[src/rtl/cfa_pkg.sv]
package cfa_pkg;

    localparam int unsigned OffW   = 15;
    localparam int unsigned AlignW = 7;
    localparam int unsigned AddrW  = 64;
    localparam int unsigned ByteW  = 8;
    localparam int unsigned CfgW   = 15;

    // instruction opcodes
    localparam logic [ByteW-1:0] OP_NOP            = 8'h00;
    localparam logic [ByteW-1:0] OP_DEF_CFA        = 8'h0c;
    localparam logic [ByteW-1:0] OP_DEF_CFA_OFFSET = 8'h0e;
    localparam logic [ByteW-1:0] OP_DEF_CFA_SF     = 8'h12;
    localparam logic [1:0]       OP_HI_ADVANCE     = 2'b01;
    localparam logic [1:0]       OP_HI_OFFSET      = 2'b10;

    // item kinds
    localparam logic ACT_START = 1'b0;
    localparam logic ACT_BYTE  = 1'b1;

    // configuration register indexes
    localparam logic CFG_INITIAL_CFA_OFFSET = 1'b0;
    localparam logic CFG_CODE_ALIGN         = 1'b1;

    typedef enum logic [1:0] {
        ST_END  = 2'd0,
        ST_PAST = 2'd1,
        ST_BAD  = 2'd2
    } status_t;

    typedef enum logic [4:0] {
        PH_OPCODE = 5'b00001,
        PH_REG    = 5'b00010,
        PH_SCALED = 5'b00100,
        PH_DIRECT = 5'b01000,
        PH_SKIP   = 5'b10000
    } phase_t;

    typedef struct packed {
        logic             action;
        logic [ByteW-1:0] data_byte;
        logic [AddrW-1:0] start_address;
        logic [AddrW-1:0] target_address;
        logic             last_byte;
    } item_t;

    typedef struct packed {
        logic            valid;
        logic [OffW-1:0] cfa_offset;
        status_t         status;
    } result_t;

endpackage

[src/rtl/cfa_opcode_interpreter_unit.sv]
// call-frame instruction interpreter
//
// slave channel: one beat per item. s_tuser[0] is the kind (0 start, 1 byte).
// a start beat loads the start and target addresses and the initial offset
// and never gives a result. byte beats walk the instruction program; s_tlast
// marks the last byte of the program.
// master channel: at most one result beat per program: the offset in force
// and a status (0 program ended, 1 stopped past target, 2 unknown opcode).
// after a result, bytes are dropped until the next start beat.
// configuration: cfg_we writes register cfg_index (0 initial offset, 1 code
// alignment); write only while the block is idle: the block does not enforce it.
// path: a beat is registered in the input register and interpreted from there;
// its result is registered in the output register before it shows on the master side.
// throughput: one beat per cycle while the receiver does not stall; each beat takes one
// combinational step of the interpreter (a small multiply, a 64-bit add and a compare).
// reset clears the interpreter state, both registers to their defaults
// (offset 0, alignment 1) and all valid flags.
// when the receiver stalls, the result beat holds and one more input beat
// is held in the input register before s_tready drops.
module cfa_opcode_interpreter_unit (
    input  logic                        clk,
    input  logic                        rst_n,
    input  logic                        s_tvalid,
    output logic                        s_tready,
    input  logic [135:0]                s_tdata,  // data_byte, start_address, target_address
    input  logic                        s_tlast,
    input  logic [0:0]                  s_tuser,  // action
    output logic                        m_tvalid,
    input  logic                        m_tready,
    output logic [15:0]                 m_tdata,  // cfa_offset, zero pad
    output logic [1:0]                  m_tuser,  // status
    input  logic                        cfg_we,
    input  logic                        cfg_index,
    input  logic [cfa_pkg::CfgW-1:0]    cfg_data
);
    import cfa_pkg::*;

    logic              in_valid_reg;
    item_t             in_item_reg;
    logic              out_valid_reg;
    logic [OffW-1:0]   out_offset_reg;
    status_t           out_status_reg;
    logic [OffW-1:0]   init_offset_reg;
    logic [AlignW-1:0] code_align_reg;
    logic              proc_fire;
    logic              in_fire;
    item_t             in_item;
    result_t           res;

    assign proc_fire = in_valid_reg && (!out_valid_reg || m_tready);
    assign s_tready  = !in_valid_reg || proc_fire;
    assign in_fire   = s_tvalid && s_tready;

    assign in_item.action         = s_tuser[0];
    assign in_item.data_byte      = s_tdata[7:0];
    assign in_item.start_address  = s_tdata[71:8];
    assign in_item.target_address = s_tdata[135:72];
    assign in_item.last_byte      = s_tlast;

    always_ff @(posedge clk or negedge rst_n)
    begin
        if (!rst_n)
        begin
            in_valid_reg    <= 1'b0;
            out_valid_reg   <= 1'b0;
            init_offset_reg <= '0;
            code_align_reg  <= AlignW'(1);
        end
        else
        begin
            if (in_fire)
                in_valid_reg <= 1'b1;
            else if (proc_fire)
                in_valid_reg <= 1'b0;

            if (proc_fire)
                out_valid_reg <= res.valid;
            else if (m_tready)
                out_valid_reg <= 1'b0;

            if (cfg_we)
            begin
                unique case (cfg_index)
                    CFG_INITIAL_CFA_OFFSET: init_offset_reg <= cfg_data[OffW-1:0];
                    CFG_CODE_ALIGN:         code_align_reg  <= cfg_data[AlignW-1:0];
                    default:                ;
                endcase
            end
        end
    end

    always_ff @(posedge clk)
    begin
        if (in_fire)
            in_item_reg <= in_item;
        if (proc_fire && res.valid)
        begin
            out_offset_reg <= res.cfa_offset;
            out_status_reg <= res.status;
        end
    end

    cfa_core u_core (
        .clk                (clk),
        .rst_n              (rst_n),
        .fire               (proc_fire),
        .item               (in_item_reg),
        .initial_cfa_offset (init_offset_reg),
        .code_align         (code_align_reg),
        .res                (res)
    );

    assign m_tvalid = out_valid_reg;
    assign m_tdata  = {1'b0, out_offset_reg};
    assign m_tuser  = out_status_reg;

endmodule

[src/rtl/cfa_core.sv]
module cfa_core (
    input  logic                          clk,
    input  logic                          rst_n,
    input  logic                          fire,
    input  cfa_pkg::item_t                item,
    input  logic [cfa_pkg::OffW-1:0]      initial_cfa_offset,
    input  logic [cfa_pkg::AlignW-1:0]    code_align,
    output cfa_pkg::result_t              res
);
    import cfa_pkg::*;

    phase_t           phase_reg, phase_next;
    logic [OffW-1:0]  offset_reg, offset_next;
    logic [AddrW-1:0] location_reg, location_next;
    logic [AddrW-1:0] target_reg, target_next;
    logic             finished_reg, finished_next;

    logic [ByteW-1:0]          b;
    logic [5+AlignW:0]         delta;
    logic [AddrW:0]            sum;
    logic [AddrW-1:0]          loc_adv;
    logic                      overflow;
    logic [ByteW+AlignW-1:0]   scaled;
    logic                      done;
    logic                      bad;
    logic                      advance;

    assign b        = item.data_byte;
    assign delta    = b[5:0] * code_align;
    assign sum      = {1'b0, location_reg} + {{(AddrW-5-AlignW){1'b0}}, delta};
    assign overflow = sum[AddrW];
    assign loc_adv  = overflow ? {AddrW{1'b1}} : sum[AddrW-1:0];
    assign scaled   = b * code_align;

    always_comb
    begin
        phase_next    = phase_reg;
        offset_next   = offset_reg;
        location_next = location_reg;
        target_next   = target_reg;
        finished_next = finished_reg;
        done          = 1'b0;
        bad           = 1'b0;
        advance       = 1'b0;
        res.valid      = 1'b0;
        res.cfa_offset = offset_reg;
        res.status     = ST_END;

        if (fire && item.action == ACT_START)
        begin
            location_next = item.start_address;
            target_next   = item.target_address;
            offset_next   = initial_cfa_offset;
            phase_next    = PH_OPCODE;
            finished_next = 1'b0;
        end
        else if (fire && !finished_reg)
        begin
            unique case (phase_reg)
                PH_OPCODE:
                begin
                    priority if (b == OP_NOP)
                        done = 1'b1;
                    else if (b == OP_DEF_CFA || b == OP_DEF_CFA_SF)
                        phase_next = PH_REG;
                    else if (b == OP_DEF_CFA_OFFSET)
                        phase_next = PH_DIRECT;
                    else if (b[7:6] == OP_HI_ADVANCE)
                    begin
                        advance = 1'b1;
                        done    = 1'b1;
                    end
                    else if (b[7:6] == OP_HI_OFFSET)
                        phase_next = PH_SKIP;
                    else
                        bad = 1'b1;
                end
                PH_REG:
                    phase_next = PH_SCALED;
                PH_SCALED:
                begin
                    offset_next = scaled[OffW-1:0];
                    phase_next  = PH_OPCODE;
                    done        = 1'b1;
                end
                PH_DIRECT:
                begin
                    offset_next = {{(OffW-ByteW){1'b0}}, b};
                    phase_next  = PH_OPCODE;
                    done        = 1'b1;
                end
                PH_SKIP:
                begin
                    phase_next = PH_OPCODE;
                    done       = 1'b1;
                end
                default:
                    phase_next = PH_OPCODE;
            endcase

            if (advance)
                location_next = loc_adv;

            res.cfa_offset = offset_next;
            priority if (bad)
            begin
                res.valid  = 1'b1;
                res.status = ST_BAD;
            end
            else if (done && ((advance && overflow) || location_next > target_reg))
            begin
                res.valid  = 1'b1;
                res.status = ST_PAST;
            end
            else if (item.last_byte)
            begin
                res.valid  = 1'b1;
                res.status = ST_END;
            end

            if (res.valid)
            begin
                finished_next = 1'b1;
                phase_next    = PH_OPCODE;
            end
        end
    end

    always_ff @(posedge clk or negedge rst_n)
    begin
        if (!rst_n)
        begin
            phase_reg    <= PH_OPCODE;
            offset_reg   <= '0;
            location_reg <= '0;
            target_reg   <= '0;
            finished_reg <= 1'b0;
        end
        else
        begin
            phase_reg    <= phase_next;
            offset_reg   <= offset_next;
            location_reg <= location_next;
            target_reg   <= target_next;
            finished_reg <= finished_next;
        end
    end

    a_res_needs_byte: assert property (@(posedge clk) disable iff (!rst_n)
        res.valid |-> fire && item.action == ACT_BYTE && !finished_reg)
        else $error("result without an accepted instruction byte");

    a_start_rearms: assert property (@(posedge clk) disable iff (!rst_n)
        fire && item.action == ACT_START |=> !finished_reg && phase_reg == PH_OPCODE)
        else $error("start did not rearm the interpreter");

    a_result_finishes: assert property (@(posedge clk) disable iff (!rst_n)
        res.valid |=> finished_reg && phase_reg == PH_OPCODE)
        else $error("interpreter not finished after a result");

    a_location_monotonic: assert property (@(posedge clk) disable iff (!rst_n)
        fire && item.action == ACT_BYTE |=> location_reg >= $past(location_reg))
        else $error("location moved backward on a byte");

endmodule
[config.mk]
export PLATFORM = sky130hd
export DESIGN_NAME = cfa_opcode_interpreter_unit
export DESIGN_NICKNAME = d
export VERILOG_FILES = /design/src/rtl/cfa_pkg.sv /design/src/rtl/cfa_opcode_interpreter_unit.sv /design/src/rtl/cfa_core.sv
export SDC_FILE = /design/constraint.sdc
export NUM_CORES = 1
export LEC_CHECK = 0
export BUFFER_PORTS_ARGS = -buffer_cell sky130_fd_sc_hd__buf_2
export CORE_MARGIN = 8
export CORE_UTILIZATION = 40
export DETAILED_ROUTE_END_ITERATION = 7
export GPL_TIMING_DRIVEN = 0
export PLACE_DENSITY = 0.62
export SETUP_SLACK_MARGIN = 0.2
export SYNTH_ARGS = -nofsm -noshare
export SYNTH_HDL_FRONTEND = slang
export SYNTH_SLANG_ARGS = --single-unit
[constraint.sdc]
create_clock -name clk -period 16.6 [get_ports clk]
set_clock_uncertainty 0.1 [all_clocks]
set_input_delay 1.66 -clock clk [delete_from_list [all_inputs] [get_ports clk]]
set_output_delay 1.66 -clock clk [all_outputs]
set_load 0.005 [all_outputs]
==> results.yml, run 1 <==
hold_path:
  holdCritPathClass: "flop to flop"
synth:
  synth_ff_type: "dfrtp_1"
  synth_nets: 2146
  avgSynthCellArea_um2: 10.5
  yosysUniqueCellTypes: 80
  synth_edf_count: 155
  synth_seq_cells: 328
  netlist_area_um2: 18900
  synthArstFlopShare_pct: 52.7
  synth_cells: 1802
  ys_warn_count: 0
  synth-seq-area-share_pct: 47.6
finish:
  seq_area_um2: 8990
  final_nets: 2367
  multi_input_area_um2: 8840
  syn2layout_area_growth_pct: 16.1
  largest_reg_flops: 138
  final_common_cell: "nand2_1"
  finalNonFillerCells: 2660
  filler_cell_count: 4276
  drive_above_1_share_pct: 14.9
  mostFrequentLayoutCells: "nand2_1, buf_2, inv_1"
  diodes: 0
floorplanning:
  die_x_um: 233
  die_y_um: 233
  core_um2: 46600
  pin_count: 179
  row_count: 79
  dieArea_um2: 54400
  start_util_pct: 40.5
sta:
  setup_violations: 0
  fin_crit_sh_pct: 63.5
  clock.fmax_mhz: 94.8
  period_needed_ps: 10550
  slew_viol_final: 0
  rsz0062_at_grt: "no"
  final-hold-violation-count: 0
  tightestPinTransition_ps: 1230
  relSlewSlack_pct: 18.2
  tns_ps: 0
detailed_routing:
  routed_via_density: 5.51
  ant_nets: 0
  wl_per_cell_um: 21.1
  drtIter0Drc: 1064
  wl_met2_mm: 26.3
  vias: 14600
  drcViolationCount: 0
  wl_mm: 56.1
  maxUsedRoutingLayer: "met4"
  met3_length_mm: 3.57
  wl_met1_mm: 23.7
  drtPass1Iterations: 5
cts:
  cts_resized: 0
  cts_made_buffers: 39
  cts_setup_buffers: 0
  cts_hold_buf: 0
  max-clock-path-buffers: 3
  clk_pin_slew_ps: 60
  cts_sinks: 328
  cts_tree: "yes"
  clk_latency_ps: 560
  cts-htree-levels: 2
  ctsRootBufferMaster: "clkbuf_16"
setup_path:
  slowest_stage: "a211oi_1"
  cp-end-kind: "flop"
  critPathBufInv: 5
  cp_top_family: "compound AO/OA/AOI/OAI gates"
  critPathMaxStageDelay_ps: 1000
  crit_required_ps: 16650
  start_kind: "flop"
  arrival_ps: 10600
  critical_path_class: "flop to flop"
  cp_max_fo: 19
outcome:
  status: "finished, final reports clean"
global_route:
  antenna_found_initial: 0
  grt_start_max_net_pins: 102
  grt_use_total_pct: 20.7
  grt_pass1_vias: 15200
  grt_first_pass_wirelength_mm: 87.3
  globalRouteOverflowTotal: 0
job:
  drv_cap: 0
place:
  routabilityCongestion: 0.911
  port_buffers: 177
  dp.cells: 2589
  post-dp-hpwl_mm: 42.2
power:
  vdd_drop_max_v: 0.000100
  pwr_density_cell_nw_per_um2: 169
  p_leak_nw: 9.90
[synth_stat cells (all sizes together), types with 7 or more instances]
cell type    n  area share (%)
o21a         8            0.32
mux2        24             1.4
nor2b        8            0.27
nand4       37             1.3
nand2      223             4.5
ha         129             8.6
a21oi       84             2.2
or3          7            0.23
or4          8            0.32
a21o        43             1.7
xnor2       32             1.5
o22a         7            0.33
buf         24            0.75
a22oi       25            0.99
edfxtp     155              25
a22o        14            0.65
o211ai       7            0.28
dfrtp      171              23
nand2b       7            0.23
clkbuf      55             1.1
and3        14            0.49
inv        182             3.6
xor2        19            0.88
fa          56             5.9
a221o       26             1.4
nor3        29            0.83
a31oi       10            0.33
o21ai      151             4.0
a211oi       9            0.36
nand3       45             1.2
nor4        15            0.60
nor2        57             1.1
o31ai        7            0.28
and2        42             1.4
[per-layer routing]
metal | track usage [%] | vias to the layer above
li1 | - | 6849
met1 | 26.8 | 7155
met2 | 33.8 | 507
met3 | 3.47 | 134
met4 | 9.33 | 0
met5 | 0 | -
[worst register-to-register path: cells and delay by family (launching register included)]
family | cells | cell delay, ps
flip-flops | 1 | 510
AO/OA/AOI/OAI | 6 | 3560
adder cells (fa/ha/maj) | 6 | 2600
buffers and inverters | 5 | 680
AND/OR/NAND/NOR | 8 | 2480
XOR/XNOR | 1 | 200
[final timing paths]
| kind | end | startpoint | depth (start not counted) | slack (ps) |
|---|---|---|---|---|
| min reg2reg | u_core.target_reg[29] | in_item_reg[30] | 2 | 350 |
| min in group asynchronous | u_core.target_reg[6] | rst_n | 1 | 980 |
| max in group asynchronous | u_core.offset_reg[3] | rst_n | 2 | 14400 |
| min | u_core.target_reg[29] | in_item_reg[30] | 2 | 350 |
| max | out_offset_reg[10] | in_item_reg[133] | 26 | 6050 |
| max reg2reg | out_offset_reg[10] | in_item_reg[133] | 26 | 6050 |
[per-stage QoR]
stage / total power, W / util (%) / area [um2] / worst slack (ps) / hold WS [ps]
finish: 0.00370 / 47.0 / 21900 / 6050 / 352
detailed placement: 0.00283 / 44.3 / 20600 / 6100 / 340
global route: 0.00398 / 47.0 / 21900 / 5570 / 371
CTS: 0.00372 / 47.0 / 21900 / 6080 / 355
floorplan: 0.00236 / - / 18900 / 9220 / 315
global placement: 0.00278 / 44.1 / 20500 / 6170 / 332
[layout make-up]
cell class                 instances  area share, %
clock inverter                    21           1.09
sequential                       328           41.0
inverter                         183           3.14
clock buffer                      50           4.84
tap                              607           3.47
timing repair buffer             180           4.47
multi-input combinational       1212           40.4
buffer                            79           1.59
[power by group]
| part | total (W) | switching, W | internal [W] | leakage (nW) |
|---|---|---|---|---|
| registers | 0.00118 | 0.000135 | 0.00104 | 3.64 |
| logic | 0.00165 | 0.000979 | 0.000674 | 5.63 |
| clock network | 0.000870 | 0.000351 | 0.000519 | 0.628 |
| total | 0.00370 | 0.00147 | 0.00224 | 9.90 |
[cell families (layout without fill, tap and decap cells)]
logic type               after synthesis  after routing  synth area share, %
AO/OA/AOI/OAI                        434            434                 14.9
AND/OR/NAND/NOR                      515            515                 13.5
flip-flops                           328            328                 47.6
multiplexers                          26             26                 1.54
buffers and inverters                262            513                 5.49
other                                  1              1               0.0199
adder cells (fa/ha/maj)              185            185                 14.5
XOR/XNOR                              51             51                 2.37
Note: power is estimated with default switching activity, not from simulation.
==> run 2, diff against run 1 <==
==> constraint.sdc (replaced) <==
create_clock -name clk -period 10.05 [get_ports clk]
set_clock_uncertainty 0.1 [all_clocks]
set_input_delay 1.005 -clock clk [delete_from_list [all_inputs] [get_ports clk]]
set_output_delay 1.005 -clock clk [all_outputs]
set_load 0.005 [all_outputs]
==> results.yml, run 2 (synthesis gave the netlist of run 1 again) <==
place:
  routabilityCongestion: 0.911
  post-dp-hpwl_mm: 42.2
  dp.cells: 2589
  postPlaceCellArea_um2: 20600
  port_buffers: 177
  pre_cts_ws_ps: -451
sta:
  relSlewSlack_pct: 32.0
  period_needed_ps: 9490
  hold_ws_ps: 327
  fin_crit_sh_pct: 94.4
  tightestPinTransition_ps: 1020
  setup_ws_ps: 562
  rsz0062_at_grt: "no"
  final-hold-violation-count: 0
  clock.fmax_mhz: 105
  setup_violations: 0
  slew_viol_final: 0
global_route:
  grt_use_total_pct: 20.7
  antenna_found_initial: 0
  grt_pass1_vias: 15200
  grt_start_max_net_pins: 102
  globalRouteOverflowTotal: 0
  grt_first_pass_wirelength_mm: 87.3
floorplanning:
  die_y_um: 233
  core_um2: 46600
  row_count: 79
  dieArea_um2: 54400
  die_x_um: 233
  start_util_pct: 40.5
  pin_count: 179
power:
  p_seq_share_pct: 31.7
  comb_power_share_pct: 44.9
  clkPwrFrac_pct: 23.4
  intPower_w: 0.00370
  pwr_density_cell_nw_per_um2: 280
  swShare_pct: 39.7
  p_leak_nw: 9.91
  netSwitchingPower_w: 0.00244
  vdd_drop_max_v: 0.000170
finish:
  diodes: 0
  largest_reg_flops: 138
  final_nets: 2367
  final_common_cell: "nand2_1"
  finalNonFillerCells: 2660
  mostFrequentLayoutCells: "nand2_1, buf_2, inv_1"
  drive_above_1_share_pct: 15.1
  syn2layout_area_growth_pct: 16.3
  stdcell_area_um2: 21900
  filler_cell_count: 4275
cts:
  cts_setup_buffers: 0
  ctsRootBufferMaster: "clkbuf_16"
  cts_made_buffers: 39
  cts-htree-levels: 2
  cts_hold_buf: 0
  cts_tree: "yes"
  max-clock-path-buffers: 3
  clk_latency_ps: 570
  clk_pin_slew_ps: 50
  cts_sinks: 328
outcome:
  status: "finished, final reports clean"
setup_path:
  arrival_ps: 9600
  cp_max_fo: 19
  critical_path_class: "flop to flop"
  cp-end-kind: "flop"
  start_kind: "flop"
  crit_required_ps: 10160
job:
  drv_cap: 0
detailed_routing:
  wl_per_cell_um: 21.1
  wl_mm: 56.1
  drtIter0Drc: 1114
  drcViolationCount: 0
  drtPass1Iterations: 5
  vias: 14700
  routed_via_density: 5.51
  ant_nets: 0
hold_path:
  holdCritPathClass: "input pin to async pin"
[run 2: cell counts in the layout (fill, tap and decap cells not counted)]
Identical to the previous run, type by type.
[run 2: layer usage]
metal | part of all wire, % | routed length, um | GRT usage, %
met1 | 42 | 23700 | 26.8
met2 | 47 | 26200 | 33.8
met3 | 6.3 | 3540 | 3.47
met4 | 4.6 | 2580 | 9.33
met5 | 0 | 0 | 0
[run 2: power by group through the flow]
stage	clock network (W)	registers (W)	logic, W
2_1_floorplan	0	0.00190	0.00199
3_3_place_gp	0	0.00197	0.00263
3_5_place_dp	0	0.00196	0.00270
4_1_cts	0.00147	0.00194	0.00273
5_1_grt	0.00152	0.00198	0.00310
6_report	0.00144	0.00195	0.00275
[run 2: worst paths after layout]
path | start | to | slack [ps] | depth (start not counted)
max | in_item_reg[130] | out_offset_reg[10] | 560 | 27
min | rst_n | u_core.target_reg[6] | 330 | 1
max in group asynchronous | rst_n | u_core.offset_reg[3] | 8510 | 2
min in group clk | in_item_reg[30] | u_core.target_reg[29] | 350 | 2
max reg2reg | in_item_reg[130] | out_offset_reg[10] | 560 | 27
min reg2reg | in_item_reg[30] | u_core.target_reg[29] | 350 | 2
[run 2: metrics by stage]
stage	utilization (%)	total power, W	setup TNS (ps)
after detailed placement	44.3	0.00467	-8270
after floorplan	-	0.00389	0
after global placement	44.1	0.00460	-6930
after CTS	47.1	0.00615	0
final	47.1	0.00614	0
after global routing	47.1	0.00660	0
[run 2: repair_timing]
item / in CTS / in global routing
gates cloned: 0 / 0
endpoints found under the hold margin: 0 / 0
endpoints found under the setup margin: 19 / 19
gates resized for setup: 4 / 4
[run 2: layout make-up]
| class | instances | area [um2] | share of cell area, % |
|---|---|---|---|
| timing repair buffer | 180 | 978 | 4.46 |
| clock buffer | 50 | 1060 | 4.83 |
| inverter | 183 | 687 | 3.13 |
| tap | 607 | 759 | 3.46 |
| clock inverter | 21 | 239 | 1.09 |
| multi-input combinational | 1212 | 8870 | 40.5 |
| sequential | 328 | 8990 | 41.0 |
| buffer | 79 | 349 | 1.59 |
[run 2: worst max-delay path, stage by stage (launching register included)]
cell and delay, ps:
edfxtp_1 520, clkbuf_1 490, nand2_1 150, fa_1 590, inv_1 70, fa_1 380
fa_1 510, inv_1 50, fa_1 500, inv_1 40, ha_1 270, or4_1 520
a211oi_1 530, nor4_1 190, a211o_1 410, nand4_1 260, buf_2 290, nor2_1 110
xnor2_1 170, nand2_1 80, ha_1 310, nand4_1 140, nor3_1 530, nand4_1 400
a41oi_1 540, a211oi_1 200, a21oi_1 400, o31a_4 400
==> run 3, diff against run 2 <==
--- a/config.mk
+++ b/config.mk
@@ -14,4 +14,5 @@
 export SETUP_SLACK_MARGIN = 0.2
 export SYNTH_ARGS = -nofsm -noshare
 export SYNTH_HDL_FRONTEND = slang
+export SYNTH_HIERARCHICAL = 1
 export SYNTH_SLANG_ARGS = --single-unit
==> results.yml, run 3 <==
sta:
  rsz0062_at_grt: "no"
  tns_ps: 0
  tightestPinTransition_ps: 1340
  fin_crit_sh_pct: 93.0
  relSlewSlack_pct: 8.03
  slew_viol_final: 0
  hold_ws_ps: 243
  clock.fmax_mhz: 107
  period_needed_ps: 9350
  setup_violations: 0
  final-hold-violation-count: 0
place:
  port_buffers: 177
  routabilityCongestion: 0.925
  post-dp-hpwl_mm: 41.7
  postPlaceCellArea_um2: 20600
synth:
  synth_seq_cells: 328
  yosysTopAreaCellShare_pct: 24.7
  synth-seq-area-share_pct: 47.7
  yosysMostFrequentCell: "nand2_1"
  ys_warn_count: 6
  synthArstFlopShare_pct: 52.7
  synth_ff_type: "dfrtp_1"
  ys_top_cells_by_count: "nand2_1, inv_1, dfrtp_1, edfxtp_1, ha_1"
  yosys-top-cells-area: "edfxtp_1, dfrtp_1, ha_1"
  netlist_area_um2: 18800
  synth_nets: 2124
  synth_edf_count: 155
  yosys.area.top_type: "edfxtp_1"
  synth_cells: 1779
  avgSynthCellArea_um2: 10.6
  yosysUniqueCellTypes: 82
cts:
  ctsRootBufferMaster: "clkbuf_16"
  max-clock-path-buffers: 3
  cts_hold_buf: 0
  cts_sinks: 328
  cts_tree: "yes"
  clk_pin_slew_ps: 60
  clk_latency_ps: 590
  cts_made_buffers: 40
  cts-htree-levels: 2
setup_path:
  crit_path_frequent_cell: "nand2_1"
  worstReg2RegEnd: "out_offset_reg[11]"
  slowest_stage: "or4_1"
  r2r_start: "in_item_reg[131]"
  cp_max_fo: 17
  start_kind: "flop"
  cp-endpoint: "out_offset_reg[11]"
  crit_required_ps: 10220
  arrival_ps: 9520
  critPathMaxStageDelay_ps: 740
  critPathLaunch: "in_item_reg[131]"
  critical_path_class: "flop to flop"
  reg2reg_slack_ps: 700
  r2r_cells: 31
  cp-end-kind: "flop"
detailed_routing:
  maxUsedRoutingLayer: "met4"
  wl_mm: 55.7
  wl_met1_mm: 23.4
  wl_per_cell_um: 21.1
  drcViolationCount: 0
  routed_via_density: 5.53
  vias: 14600
  drtPass1Iterations: 8
  wl_met2_mm: 26.2
  ant_nets: 0
  drtIter0Drc: 1222
  met3_length_mm: 3.66
finish:
  diodes: 0
  final_nets: 2349
  filler_cell_count: 4304
  largest_reg_flops: 138
  final_common_cell: "nand2_1"
  drive_above_1_share_pct: 16.3
  syn2layout_area_growth_pct: 16.8
  stdcell_area_um2: 22000
  mostFrequentLayoutCells: "nand2_1, buf_2, inv_1"
power:
  vdd_drop_max_v: 0.000155
  clkPwrFrac_pct: 26.5
  comb_power_share_pct: 41.4
  p_leak_nw: 9.78
  pwr_density_cell_nw_per_um2: 256
  netSwitchingPower_w: 0.00215
  swShare_pct: 38.2
  p_seq_share_pct: 32.0
  intPower_w: 0.00348
  p_total_w: 0.00564
job:
  drv_cap: 0
global_route:
  antenna_found_initial: 0
  globalRouteOverflowTotal: 0
  grt_pass1_vias: 15200
  grt_start_max_net_pins: 116
  grt_use_total_pct: 20.5
  grt_first_pass_wirelength_mm: 86.3
floorplanning:
  row_count: 79
  die_y_um: 233
  start_util_pct: 40.4
  dieArea_um2: 54300
  pin_count: 179
  die_x_um: 233
  core_um2: 46600
hold_path:
  holdCritPathClass: "input pin to async pin"
outcome:
  status: "finished, final reports clean"
run 3: cell types whose count changed after synthesis, moves of 13 or more:
| cell | delta |
|---|---|
| nor2_1 | +33 |
| o22ai_1 | +32 |
| o21ai_0 | -27 |
| a21o_1 | -13 |
| a22oi_1 | -13 |
run 3: kinds of logic after synthesis:
logic type / share of synthesized area, %
simple gates: 13.5
compound gates: 14.7
flops: 47.7
buf+inv: 5.17
fa+ha+maj: 14.6
xor+xnor: 2.70
mux: 1.57
other cells: 0.0199
run 3: critical path: cells and delay by family, from the launching register on:
kind | cells | cell delay, ps
buffers and inverters | 8 | 1870
adders and majority gates | 6 | 2350
DFF | 1 | 340
and+or+nand+nor | 10 | 2840
AOI/OAI and AO/OA | 7 | 1540
run 3: how the worst min path moves through the flow:
stage | end | slack, ps
after floorplan | u_core/location_reg[14] | 310
after global placement | u_core/target_reg[40] | 340
after detailed placement | u_core/target_reg[38] | 340
after CTS | u_core/target_reg[30] | 240
after global routing | u_core/target_reg[30] | 260
final | u_core/target_reg[30] | 240
run 3: power groups by stage:
| stage | clock, W | combinational, W | sequential, W |
|---|---|---|---|
| final | 0.00150 | 0.00233 | 0.00181 |
| after global placement | 0 | 0.00225 | 0.00183 |
| after detailed placement | 0 | 0.00228 | 0.00182 |
| after floorplan | 0 | 0.00171 | 0.00177 |
| after CTS | 0.00153 | 0.00231 | 0.00180 |
| after global routing | 0.00159 | 0.00261 | 0.00183 |
run 3: per-layer routing:
layer  vias to the layer above  GRT usage [%]
li1                       6744              -
met1                      7178           26.3
met2                       560           33.5
met3                       130           4.13
met4                         0           8.64
met5                         -              0
run 3: cell type report:
type / instances / area, um2 / share of cell area, %
clock buffer: 41 / 1000 / 4.57
buffer: 74 / 330 / 1.50
inverter: 173 / 649 / 2.95
multi-input combinational: 1204 / 8900 / 40.5
sequential: 328 / 8990 / 40.9
tap: 607 / 759 / 3.45
clock inverter: 32 / 355 / 1.62
timing repair buffer: 183 / 1010 / 4.57
run 3: timing repair:
action | 4_1_cts | 5_1_grt
setup endpoints to repair | 17 | 17
setup buffers | 1 | 2
gates resized for setup | 4 | 7
cloned | 0 | 0
endpoints found under the hold margin | 0 | 0
pin swaps | 0 | 1
run 3: metrics by stage:
stage          setup slack, ps  utilization [%]  std cells
2_1_floorplan             2000                -       1779
3_3_place_gp              -706             44.0       2563
3_5_place_dp              -752             44.2       2566
4_1_cts                    408             47.2       2640
5_1_grt                    219             47.2       2642
6_report                   699             47.2       2642
